## src/hw/rtl/spq_pkg.sv

```systemverilog
// Shared types and constants for the sorted priority queue.
// No dependencies; used by spq_ctrl, spq_datapath and sorted_priority_queue_top.
package spq_pkg;

    localparam int VALUE_W      = 32;
    localparam int PRIO_W       = 8;
    localparam int OCC_W        = 5;
    localparam int ENTRY_W      = VALUE_W + PRIO_W;
    localparam int CAPACITY_DEF = 16;

    // Operation codes on the opcode port
    localparam logic OP_INSERT = 1'b0;
    localparam logic OP_REMOVE = 1'b1;

    // Source of the entry RAM read address
    typedef enum logic {
        RD_ENTRY,   // first entry read at item accept: head for remove, tail for insert
        RD_NEXT     // next entry toward the head during the insert scan
    } rd_src_t;

    // Source of the entry RAM write data
    typedef enum logic {
        WR_ITEM,    // the captured new entry
        WR_MOVE     // the entry just read, moved one slot toward the tail
    } wr_src_t;

    // How the current item finishes
    typedef enum logic [2:0] {
        RES_NONE,
        RES_INSERTED,
        RES_OVERFLOW,
        RES_REMOVED,
        RES_UNDERFLOW
    } res_t;

    typedef struct packed {
        logic    load;      // capture the item fields
        logic    k_load;    // set scan index to the entry count
        logic    k_dec;     // step scan index toward the head
        rd_src_t rd_src;
        logic    wr_en;
        wr_src_t wr_src;
        res_t    finish;
    } spq_cmd_t;

    typedef struct packed {
        logic empty;
        logic full;
        logic k_one;        // scan index has reached the slot behind the head
        logic stop;         // entry read has priority >= the new one
    } spq_status_t;

endpackage

```

## src/hw/rtl/spq_ram.sv

```systemverilog
// Generic simple dual-port RAM: one write port, one read port with registered data.
// No dependencies.
module spq_ram #(
    parameter int WIDTH  = 8,
    parameter int DEPTH  = 16,
    parameter int ADDR_W = $clog2(DEPTH)
) (
    input  logic              clk,
    input  logic              wr_en,
    input  logic [ADDR_W-1:0] wr_addr,
    input  logic [WIDTH-1:0]  wr_data,
    input  logic [ADDR_W-1:0] rd_addr,
    output logic [WIDTH-1:0]  rd_data
);

    logic [WIDTH-1:0] mem [DEPTH];
    logic [WIDTH-1:0] rd_data_reg;

    // Write when enabled, read every cycle
    always_ff @(posedge clk)
    begin
        if (wr_en)
        begin
            mem[wr_addr] <= wr_data;
        end
        rd_data_reg <= mem[rd_addr];
    end

    assign rd_data = rd_data_reg;

endmodule

```

## src/hw/rtl/spq_ctrl.sv

```systemverilog
// Controller state machine for the sorted priority queue.
// Depends on spq_pkg; drives spq_datapath through spq_cmd_t, reads spq_status_t.
module spq_ctrl (
    input  logic                 clk,
    input  logic                 rst_n,
    input  logic                 start,
    input  logic                 opcode,
    input  spq_pkg::spq_status_t status,
    output spq_pkg::spq_cmd_t    cmd,
    output logic                 busy
);

    typedef enum logic [1:0] {
        S_IDLE,
        S_SCAN,
        S_HEAD,
        S_REMOVE
    } state_t;

    state_t state_reg;
    state_t state_next;
    logic   busy_reg;

    // Decode commands and next state
    always_comb
    begin
        state_next = state_reg;
        cmd        = '0;
        cmd.rd_src = spq_pkg::RD_ENTRY;
        cmd.wr_src = spq_pkg::WR_ITEM;
        cmd.finish = spq_pkg::RES_NONE;
        case (state_reg)
            S_IDLE:
            begin
                if (start)
                begin
                    cmd.load = 1'b1;
                    if (opcode == spq_pkg::OP_INSERT)
                    begin
                        if (status.full)
                        begin
                            cmd.finish = spq_pkg::RES_OVERFLOW;
                        end
                        else
                        begin
                            cmd.k_load = 1'b1;
                            state_next = status.empty ? S_HEAD : S_SCAN;
                        end
                    end
                    else
                    begin
                        if (status.empty)
                        begin
                            cmd.finish = spq_pkg::RES_UNDERFLOW;
                        end
                        else
                        begin
                            state_next = S_REMOVE;
                        end
                    end
                end
            end
            S_SCAN:
            begin
                cmd.rd_src = spq_pkg::RD_NEXT;
                cmd.wr_en  = 1'b1;
                if (status.stop)
                begin
                    // drop the new entry behind the one just read
                    cmd.wr_src = spq_pkg::WR_ITEM;
                    cmd.finish = spq_pkg::RES_INSERTED;
                    state_next = S_IDLE;
                end
                else
                begin
                    // move the entry one slot back and advance toward the head
                    cmd.wr_src = spq_pkg::WR_MOVE;
                    cmd.k_dec  = 1'b1;
                    if (status.k_one)
                    begin
                        state_next = S_HEAD;
                    end
                end
            end
            S_HEAD:
            begin
                cmd.wr_en  = 1'b1;
                cmd.wr_src = spq_pkg::WR_ITEM;
                cmd.finish = spq_pkg::RES_INSERTED;
                state_next = S_IDLE;
            end
            S_REMOVE:
            begin
                cmd.finish = spq_pkg::RES_REMOVED;
                state_next = S_IDLE;
            end
            default:
            begin
                state_next = S_IDLE;
            end
        endcase
    end

    // Hold state and busy
    always_ff @(posedge clk or negedge rst_n)
    begin
        if (!rst_n)
        begin
            state_reg <= S_IDLE;
            busy_reg  <= 1'b0;
        end
        else
        begin
            state_reg <= state_next;
            busy_reg  <= (state_next != S_IDLE);
        end
    end

    assign busy = busy_reg;

endmodule

```

## src/hw/rtl/spq_datapath.sv

```systemverilog
// Datapath for the sorted priority queue: entry RAM as a circular buffer,
// count, head pointer, scan index and result registers.
// Depends on spq_pkg and spq_ram.
module spq_datapath #(
    parameter int CAPACITY = spq_pkg::CAPACITY_DEF
) (
    input  logic                              clk,
    input  logic                              rst_n,
    input  spq_pkg::spq_cmd_t                 cmd,
    output spq_pkg::spq_status_t              status,
    input  logic                              opcode,
    input  logic signed [spq_pkg::VALUE_W-1:0] item_value,
    input  logic [spq_pkg::PRIO_W-1:0]        item_priority,
    output logic signed [spq_pkg::VALUE_W-1:0] out_value,
    output logic [spq_pkg::PRIO_W-1:0]        out_priority,
    output logic                              out_valid,
    output logic                              underflow,
    output logic                              overflow,
    output logic [spq_pkg::OCC_W-1:0]         occupancy,
    output logic                              done
);

    localparam int AW    = $clog2(CAPACITY);
    localparam int CNT_W = $clog2(CAPACITY + 1);
    localparam int VW    = spq_pkg::VALUE_W;
    localparam int PW    = spq_pkg::PRIO_W;
    localparam int EW    = spq_pkg::ENTRY_W;

    logic [CNT_W-1:0]         count_reg, count_next;
    logic [AW-1:0]            head_reg, head_next;
    logic [CNT_W-1:0]         k_reg, k_next;
    logic signed [VW-1:0]     item_value_reg;
    logic [PW-1:0]            item_priority_reg;

    logic signed [VW-1:0]     out_value_reg, out_value_next;
    logic [PW-1:0]            out_priority_reg, out_priority_next;
    logic                     out_valid_reg, out_valid_next;
    logic                     underflow_reg, underflow_next;
    logic                     overflow_reg, overflow_next;
    logic                     done_reg, done_next;

    logic [CNT_W-1:0]         rd_logical;
    logic [AW-1:0]            rd_addr;
    logic [AW-1:0]            wr_addr;
    logic [EW-1:0]            wr_data;
    logic [EW-1:0]            rd_data;
    logic signed [VW-1:0]     rd_value;
    logic [PW-1:0]            rd_priority;

    // Map a position in priority order to a RAM slot, wrapping at CAPACITY
    function automatic logic [AW-1:0] slot_of(input logic [AW-1:0] head,
                                              input logic [CNT_W-1:0] pos);
        logic [AW:0] sum;
        sum = (AW+1)'(head) + (AW+1)'(pos);
        if (sum >= (AW+1)'(CAPACITY))
        begin
            sum = sum - (AW+1)'(CAPACITY);
        end
        return sum[AW-1:0];
    endfunction

    assign rd_value    = $signed(rd_data[EW-1:PW]);
    assign rd_priority = rd_data[PW-1:0];

    // Status toward the controller
    assign status.empty = (count_reg == '0);
    assign status.full  = (count_reg == CNT_W'(CAPACITY));
    assign status.k_one = (k_reg == CNT_W'(1));
    assign status.stop  = (rd_priority >= item_priority_reg);

    // Read address: head or tail at accept, then the next entry toward the head
    always_comb
    begin
        case (cmd.rd_src)
            spq_pkg::RD_NEXT:
            begin
                rd_logical = (k_reg >= CNT_W'(2)) ? (k_reg - CNT_W'(2)) : '0;
            end
            default:
            begin
                rd_logical = (opcode == spq_pkg::OP_REMOVE || count_reg == '0)
                             ? '0 : (count_reg - CNT_W'(1));
            end
        endcase
    end

    assign rd_addr = slot_of(head_reg, rd_logical);
    assign wr_addr = slot_of(head_reg, k_reg);
    assign wr_data = (cmd.wr_src == spq_pkg::WR_ITEM) ? {item_value_reg, item_priority_reg}
                                                      : rd_data;

    spq_ram #(
        .WIDTH  (EW),
        .DEPTH  (CAPACITY),
        .ADDR_W (AW)
    ) u_ram (
        .clk     (clk),
        .wr_en   (cmd.wr_en),
        .wr_addr (wr_addr),
        .wr_data (wr_data),
        .rd_addr (rd_addr),
        .rd_data (rd_data)
    );

    // Scan index
    always_comb
    begin
        k_next = k_reg;
        if (cmd.k_load)
        begin
            k_next = count_reg;
        end
        else if (cmd.k_dec)
        begin
            k_next = k_reg - CNT_W'(1);
        end
    end

    // Finish the item: update count and head, form the result
    always_comb
    begin
        count_next        = count_reg;
        head_next         = head_reg;
        out_value_next    = '0;
        out_priority_next = '0;
        out_valid_next    = 1'b0;
        underflow_next    = 1'b0;
        overflow_next     = 1'b0;
        done_next         = 1'b1;
        case (cmd.finish)
            spq_pkg::RES_INSERTED:
            begin
                count_next = count_reg + CNT_W'(1);
            end
            spq_pkg::RES_OVERFLOW:
            begin
                overflow_next = 1'b1;
            end
            spq_pkg::RES_REMOVED:
            begin
                out_value_next    = rd_value;
                out_priority_next = rd_priority;
                out_valid_next    = 1'b1;
                count_next        = count_reg - CNT_W'(1);
                head_next         = slot_of(head_reg, CNT_W'(1));
            end
            spq_pkg::RES_UNDERFLOW:
            begin
                underflow_next = 1'b1;
            end
            default:
            begin
                done_next = 1'b0;
            end
        endcase
    end

    // Control registers
    always_ff @(posedge clk or negedge rst_n)
    begin
        if (!rst_n)
        begin
            count_reg     <= '0;
            head_reg      <= '0;
            k_reg         <= '0;
            done_reg      <= 1'b0;
            out_valid_reg <= 1'b0;
            underflow_reg <= 1'b0;
            overflow_reg  <= 1'b0;
        end
        else
        begin
            count_reg     <= count_next;
            head_reg      <= head_next;
            k_reg         <= k_next;
            done_reg      <= done_next;
            out_valid_reg <= out_valid_next;
            underflow_reg <= underflow_next;
            overflow_reg  <= overflow_next;
        end
    end

    // Payload registers
    always_ff @(posedge clk)
    begin
        if (cmd.load)
        begin
            item_value_reg    <= item_value;
            item_priority_reg <= item_priority;
        end
        out_value_reg    <= out_value_next;
        out_priority_reg <= out_priority_next;
    end

    assign out_value    = out_value_reg;
    assign out_priority = out_priority_reg;
    assign out_valid    = out_valid_reg;
    assign underflow    = underflow_reg;
    assign overflow     = overflow_reg;
    assign occupancy    = spq_pkg::OCC_W'(count_reg);
    assign done         = done_reg;

endmodule

```

## src/hw/rtl/sorted_priority_queue_top.sv

```systemverilog
// Sorted priority queue, top level: ties controller and datapath together.
// Depends on spq_pkg, spq_ctrl, spq_datapath (which holds spq_ram).
//
// Holds up to CAPACITY (value, priority) entries in a RAM used as a circular
// buffer, ordered highest priority first, equal priorities in arrival order.
// An item is taken when start is high and busy is low; exactly one result
// follows, shown for a single cycle with done high, and it cannot be held
// off, so capture it on that cycle. A remove is accepted, then finishes in
// S_REMOVE once the head entry is read from the RAM. An insert moves each
// stored entry of lower priority one slot toward the tail in S_SCAN, then
// writes the new entry, in S_HEAD when it lands at the head; the insert
// scan moves one entry per cycle through the RAM's single write port. A
// refused insert or an empty remove finishes at accept. done rises in the
// cycle after the item finishes, and a new item may be started in that
// same cycle. occupancy gives the entry count after the item, kept to its
// low 5 bits. No clearing pass is needed after reset.
module sorted_priority_queue_top #(
    parameter int CAPACITY = spq_pkg::CAPACITY_DEF
) (
    input  logic                               clk,
    input  logic                               rst_n,
    input  logic                               start,
    output logic                               busy,
    input  logic                               opcode,
    input  logic signed [spq_pkg::VALUE_W-1:0] item_value,
    input  logic [spq_pkg::PRIO_W-1:0]         item_priority,
    output logic                               done,
    output logic signed [spq_pkg::VALUE_W-1:0] out_value,
    output logic [spq_pkg::PRIO_W-1:0]         out_priority,
    output logic                               out_valid,
    output logic                               underflow,
    output logic                               overflow,
    output logic [spq_pkg::OCC_W-1:0]          occupancy
);

    localparam logic [spq_pkg::OCC_W-1:0] OCC_FULL = CAPACITY[spq_pkg::OCC_W-1:0];

    spq_pkg::spq_cmd_t    cmd;
    spq_pkg::spq_status_t status;

    spq_ctrl u_ctrl (
        .clk    (clk),
        .rst_n  (rst_n),
        .start  (start),
        .opcode (opcode),
        .status (status),
        .cmd    (cmd),
        .busy   (busy)
    );

    spq_datapath #(
        .CAPACITY (CAPACITY)
    ) u_datapath (
        .clk           (clk),
        .rst_n         (rst_n),
        .cmd           (cmd),
        .status        (status),
        .opcode        (opcode),
        .item_value    (item_value),
        .item_priority (item_priority),
        .out_value     (out_value),
        .out_priority  (out_priority),
        .out_valid     (out_valid),
        .underflow     (underflow),
        .overflow      (overflow),
        .occupancy     (occupancy),
        .done          (done)
    );

    // A result is only shown once the block is free again
    a_done_idle: assert property (@(posedge clk) disable iff (!rst_n)
        done |-> !busy)
        else $error("result shown while busy");

    // At most one outcome flag per result, and only with done
    a_one_outcome: assert property (@(posedge clk) disable iff (!rst_n)
        (out_valid || underflow || overflow) |->
            (done && $onehot0({out_valid, underflow, overflow})))
        else $error("bad outcome flags");

    // A refused insert leaves the queue full
    a_over_count: assert property (@(posedge clk) disable iff (!rst_n)
        overflow |-> (occupancy == OCC_FULL))
        else $error("occupancy does not match overflow");

    // An empty remove leaves the queue empty
    a_under_count: assert property (@(posedge clk) disable iff (!rst_n)
        underflow |-> (occupancy == '0))
        else $error("occupancy does not match underflow");

endmodule

```

## config.mk

```make
export PLATFORM = sky130hd
export DESIGN_NAME = sorted_priority_queue_top
export DESIGN_NICKNAME = d
export VERILOG_FILES = /design/src/hw/rtl/spq_pkg.sv /design/src/hw/rtl/spq_ram.sv /design/src/hw/rtl/spq_ctrl.sv /design/src/hw/rtl/spq_datapath.sv /design/src/hw/rtl/sorted_priority_queue_top.sv
export SDC_FILE = /design/constraint.sdc
export NUM_CORES = 1
export LEC_CHECK = 0
export BUFFER_PORTS_ARGS = -buffer_cell sky130_fd_sc_hd__clkbuf_2
export CORE_MARGIN = 2
export CORE_UTILIZATION = 54
export DETAILED_ROUTE_END_ITERATION = 7
export GPL_TIMING_DRIVEN = 0
export PLACE_DENSITY = 0.7
export SKIP_CTS_REPAIR_TIMING = 1
export SLEW_MARGIN = 40
export SYNTH_ARGS = -nofsm -noshare
export SYNTH_HDL_FRONTEND = slang
export SYNTH_SLANG_ARGS = --single-unit
```

## constraint.sdc

```tcl
create_clock -name clk -period 3.7 [get_ports clk]
set_input_delay 0.74 -clock clk [delete_from_list [all_inputs] [get_ports clk]]
set_output_delay 0.74 -clock clk [all_outputs]
set_load 0.005 [all_outputs]
```

After elaboration in Yosys (flattened, before gate mapping)
Memory sizes are Yosys's and may differ from the RTL's. A register that Yosys moved wholly into a read port is not among the register bits.
Cells that the tools add are included.
- flip-flop bits (word level): 101
- memory bits (writable): 640
- output and inout bits: 50
- logic and storage cells: 83
- memories: 1
- $add $sub $neg: 10
- order comparisons: 5
- eq/ne operators: 9
- mux-type cells: 37
- reduce and logical (&&, ||, !) cells: 8
- memories (memory ; depth ; width ; read ports ; clocked after memory_dff ; write ports ; line ; RTL):
    u_datapath.u_ram.mem ; 16 ; 40 ; 1 ; 1 ; 1 ; spq_ram.sv:16 ; logic [WIDTH-1:0] mem [DEPTH];
- operator list (operator ; number):
    40-bit two-way mux ; 1
    5-bit two-way mux ; 5
    2-bit two-way mux ; 11
    5-bit greater-or-equal comparator, second input constant ; 3
    4-bit two-way mux ; 3
    3-bit one-hot mux with 4 select lines ; 1
    4-bit by 1-bit subtractor with 4-bit output, second input constant ; 3
    4-bit by 5-bit adder with 5-bit output ; 2
    1-bit two-way mux ; 10
    5-bit one-hot mux with 2 select lines ; 1
    5-bit by 1-bit subtractor with 5-bit output, second input constant ; 2
    3-bit two-way mux ; 3
    8-bit greater-or-equal comparator ; 1
    3-bit by 2-bit equality test with 1-bit output, second input constant ; 2
    2-bit one-hot mux with 3 select lines ; 1
    2-bit nonzero test ; 3
    4-bit by 1-bit adder with 5-bit output, second input constant ; 1
    5-bit by 1-bit adder with 5-bit output, second input constant ; 1
    5-bit by 1-bit equality test with 1-bit output, second input constant ; 1
    5-bit equality test, second input constant ; 1
    5-bit by 2-bit greater-or-equal comparator with 1-bit output, second input constant ; 1
    5-bit zero test ; 1
    5-bit by 2-bit subtractor with 5-bit output, second input constant ; 1
    2-bit equality test, second input constant ; 2
    8 further kinds ; 8

Longest topological paths before layout
- word-level depth: 8
- gate-level depth with buffers: 14
- gate-level depth less buffers: 11

Hierarchy
A second synthesis with hierarchy kept.
- cells, all modules: 1408
- area total of the unflattened synthesis: 29647.2 µm²
- by module, submodules not included (module ; instances ; cells each ; area an instance (µm²) ; seq. area each (µm²)):
    spq_ram ; 1 ; 1040 ; 25131.6 ; 20019.2
    spq_datapath ; 1 ; 330 ; 4197.8 ; 2452.4
    spq_ctrl ; 1 ; 38 ; 317.8 ; 75.1

Worst setup path before layout
Ideal clock, no wire load.
- kind: reg2reg
- from: register u_datapath.k_reg[0]
- to: memory u_datapath.u_ram.mem[4][0] (netlist name), enable pin
- arrival time: 3.253 ns
- required time: 3.263 ns
- path slack: 0.010 ns
- stages on the path, launching flop included: 5
- buffers on the path: 0
- clock period less this slack: 3.690 ns
- path through: dfrtp_1 -> ha_1 -> fa_1 -> or3b_1 -> nor2_1
- cells in the longest elaborated chain, start to end: 3
- elaborated cells between the ends (all ways): 4
- those cells by class: add/sub: 2; order compare: 1; mux: 1
- ends and longest elaborated chain (item ; line ; RTL):
    start: declaration ; spq_datapath.sv:31 ; logic [CNT_W-1:0] k_reg, k_next;
    start signal: assignment ; spq_datapath.sv:175 ; k_reg <= k_next;
    4-bit by 5-bit adder with 5-bit output (*) ; spq_datapath.sv:54 ; sum = (AW+1)'(head) + (AW+1)'(pos);
    4-bit by 1-bit subtractor with 4-bit output or 5-bit greater-or-equal comparator (tied branches) ; spq_datapath.sv:57, spq_datapath.sv:55 ;
    4-bit two-way mux (*) ; spq_datapath.sv:55 ; if (sum >= (AW+1)'(CAPACITY))
    end: declaration ; spq_ram.sv:16 ;
Every way passes the cells marked *; elsewhere a longest branch is shown, timed or not.

Worst setup path in the final report
- from: register u_datapath.k_reg[0]
- to: register u_datapath.u_ram.rd_data_reg[33] (netlist: u_datapath.u_ram.rd_data[33]) (read register of u_datapath.u_ram.mem)
- cells in the longest elaborated chain, start to end: 6
- elaborated cells between the ends (all ways): 8
- those cells by class: add/sub: 3; order compare: 2; mux: 3
- ends and longest elaborated chain (item ; line ; RTL):
    5-bit by 2-bit subtractor with 5-bit output or 5-bit by 2-bit greater-or-equal comparator with 1-bit output (tied branches) ; spq_datapath.sv:77 ; rd_logical = (k_reg >= CNT_W'(2)) ? (k_reg - CNT_W'(2)) : '0;
    5-bit two-way mux (*) ; spq_datapath.sv:77 ;
    5-bit two-way mux (*) ; spq_datapath.sv:74 ; case (cmd.rd_src)
    4-bit by 5-bit adder with 5-bit output (*) ; spq_datapath.sv:54 ;
    4-bit by 1-bit subtractor with 4-bit output or 5-bit greater-or-equal comparator (tied branches) ; spq_datapath.sv:57, spq_datapath.sv:55 ;
    4-bit two-way mux (*) ; spq_datapath.sv:55 ;
    end: declaration ; spq_ram.sv:17 ; logic [WIDTH-1:0] rd_data_reg;
Marked as above.
A chain may end at the register's enable or synchronous reset.

==> flow_metrics.env <==
export IMPL_critical_path_max_fanout=10
export IMPL_rows=85
export IMPL_final_antenna_net_count=0
export IMPL_tightestPinTransition_ns=0.8866
export IMPL_startpoint_type="flop"
export IMPL_cp_top_family="adder cells"
export IMPL_clock_fmax_ghz=0.2758
export IMPL_final_setup_viol_count=0
export IMPL_grt_pass1_wl_um=96220
export IMPL_finish_utilization_pct=64.99
export IMPL_routabilityCongestion=0.7663
export IMPL_setup_tns_final_ns=0
export IMPL_antenna_cells=0
export IMPL_critical_path_cell_by_cell="inv_1, ha_1, nor2b_2, o41ai_4, o22ai_1, ha_1, inv_1, fa_2, buf_8, buf_6, mux4_1, mux4_2"
export IMPL_post_synth_top_area_fraction_pct=68.83
export IMPL_ys_ff_latch=781
export IMPL_synth_cell_area_mm2=0.02967
export IMPL_wire_per_inst_um=28.75
export IMPL_cts_inserted_buffers=78
export IMPL_clock_root_buffer_master="sky130_fd_sc_hd__clkbuf_16"
export IMPL_worst_endpoint_required_ns=4.16
export IMPL_critPathMaxStageDelay_ns=0.70
export IMPL_floorplan_io_pins=94
export IMPL_timing_critical_path_arrival_ns=4.09
export IMPL_holdCritPathClass="input port to asynchronous set/reset pin"
export IMPL_synth_enable_flop_cells=680
export IMPL_io_buffers=92
export IMPL_viasPerCell=6.121
export IMPL_crit_buf_inv=4
export IMPL_mappedNetlistNets=1376
export IMPL_criticalPathCategory="flop to flop"
export IMPL_grt_antenna_before_repair=1
export IMPL_detail_route_drc_violations=0
export IMPL_synth_largest_area_cell="sky130_fd_sc_hd__edfxtp_1"
export IMPL_instances_no_fill=2292
export IMPL_clock_sink_count=781
export IMPL_slew_limit_headroom_pct=40.89
export IMPL_h_tree_depth=3
export IMPL_detailedPlacementHpwl_um=40000
export IMPL_synthesis_area_per_instance_um2=22.75
export IMPL_ys_seq_area_share_pct=76.00
export IMPL_yosysWarnings=0
export IMPL_floorplan_core_area_mm2=0.05403
export IMPL_synthesis_instances=1304
export IMPL_drv_max_cap_violation_count=0
export IMPL_timing_final_max_slew_violations=0
export IMPL_drt_wl_total_um=65890
export IMPL_synthFlopType="sky130_fd_sc_hd__edfxtp_1"
export IMPL_synth_area_top_cells="sky130_fd_sc_hd__edfxtp_1 69%, sky130_fd_sc_hd__mux4_2 11%, sky130_fd_sc_hd__dfxtp_1 5.4%"
export IMPL_first_global_vias=14370
export IMPL_design_die_area_mm2=0.05683
export IMPL_drive_above_1_share_pct=31.70
export IMPL_vias=14030
export IMPL_grt_util_all_layers_pct=23.88
export IMPL_layout_min_cycle_time_ns=3.626
export IMPL_tritoncts="built"
export IMPL_outcome="completed"
export IMPL_synth_distinct_cells=57
export IMPL_area_growth_syn_to_layout_pct=18.35
export IMPL_timing_final_hold_violations=0
export IMPL_initial_core_util_pct=54.91
export IMPL_clock_insertion_delay_worst_skew_ns=0.62
export IMPL_largest_register_ffs=640
export IMPL_max_clock_path_buffers=3
export IMPL_globalRouteOverflowTotal=0
export IMPL_finalCritPeriodShare_pct=98.00
export IMPL_final_setup_skew_ns=0.02373
export IMPL_die_height_um=238.4
export IMPL_worst_setup_hold_path_clk_slew_ns=0.07
export IMPL_type_of_destination_of_the_critical_path="flop"
export IMPL_first_iter_violations=1452
export IMPL_dr_pass1_iterations=6
export IMPL_die_x_um=238.4
export IMPL_async_flop_share_pct=2.689
export IMPL_cp_slowest_cell="sky130_fd_sc_hd__fa_2"
export IMPL_numPlacedInstances=2146
export IMPL_pin_count_of_the_biggest_net_entering_global_routing=24
export IMPL_num_nets_final=1604
[synthesized netlist by cell type, types with 17 or more instances]
cell type                    n
sky130_fd_sc_hd__nor2_1     25
sky130_fd_sc_hd__dfxtp_1    80
sky130_fd_sc_hd__nand2_1    22
sky130_fd_sc_hd__mux2_1     33
sky130_fd_sc_hd__and2_1     42
sky130_fd_sc_hd__buf_6      17
sky130_fd_sc_hd__clkbuf_1   26
sky130_fd_sc_hd__xnor2_1    17
sky130_fd_sc_hd__edfxtp_1  680
sky130_fd_sc_hd__mux4_2    146
sky130_fd_sc_hd__inv_1      20
sky130_fd_sc_hd__dfrtp_1    21
sky130_fd_sc_hd__ha_1       26
sky130_fd_sc_hd__mux4_1     54
[path summary, 6_finish.rpt]
check | startpoint | end | slack [ns] | depth (start not counted)
worst max-delay path | u_datapath.k_reg[0]$_DFFE_PN0P_ | u_datapath.u_ram.rd_data[33]$_DFF_P_ | 0.07 | 12
worst min-delay path | rst_n | u_datapath.head_reg[3]$_DFFE_PN0P_ | 0.11 | 1
min in group clk | item_value[18] | u_datapath.item_value_reg[18]$_DFFE_PP_ | 0.29 | 1
worst min register to register | u_datapath.u_ram.rd_data[23]$_DFF_P_ | u_datapath.out_value[15]$_SDFF_PN0_ | 0.45 | 1
max in group asynchronous | rst_n | u_datapath.k_reg[1]$_DFFE_PN0P_ | 3.15 | 1
worst max register to register | u_datapath.k_reg[0]$_DFFE_PN0P_ | u_datapath.u_ram.rd_data[33]$_DFF_P_ | 0.07 | 12
[cell type report]
class / instances / area [um^2]
buffer: 58 / 519.2
inverter: 21 / 81.33
sequential: 781 / 22550
timing repair buffer: 150 / 1694
multi-input combinational: 442 / 6787
fill: 3431 / 18910
clock inverter: 34 / 371.6
tap: 696 / 870.8
clock buffer: 110 / 2237
[routing by layer]
layer / wire [um] / track usage, % / share of wire [%]
met4: 1567 / 7.045 / 2.4
met1: 27000 / 33.52 / 41
met5: 0 / 0 / 0
met3: 4858 / 4.905 / 7.4
met2: 32470 / 38.48 / 49
[through the flow]
| step | worst slack, ns | hold WS [ns] | area [um^2] |
|---|---|---|---|
| 6_report | 0.07407 | 0.1085 | 35110 |
| 5_1_grt | -0.04012 | 0.1369 | 35110 |
| 4_1_cts | -1.118 | 0.09641 | 34950 |
| 3_5_place_dp | -1.130 | 0.4413 | 32340 |
| 3_3_place_gp | -2.462 | 0.4347 | 31000 |
| 2_1_floorplan | 0.01009 | 0.4257 | 29670 |
[kinds of logic (layout without fill, tap and decap cells)]
logic type                 count (synthesis)  after routing  share of synthesized area (%)
AOI/OAI and AO/OA                         43             43                          1.105
xor gates and xnor gates                  23             23                         0.7675
adders and majority gates                 28             28                          1.231
buffers and inverters                     81            373                          1.674
DFF                                      781            781                          76.00
muxes                                    237            237                          17.26
and+or+nand+nor                          111            111                          1.969
[layout by cell type (no fill, tap or decap), drive strengths merged, types with 3 or more instances in the layout]
master and instances:
inv 23, dfrtp 21, mux2 34, a21oi 6
mux2i 3, xor2 5, ha 26, nor2 25
o21ai 16, nand2 22, mux4 200, nand3b 4
nand3 4, clkinvlp 3, xnor2 18, o22ai 4
clkinv 22, clkbuf 214, nor2b 4, dfxtp 80
buf 104, bufinv 7, and2 42, edfxtp 680
nor3 3
Power is not shown: default switching activity piles up to over one toggle a cycle in this logic, so the estimate is an artifact.
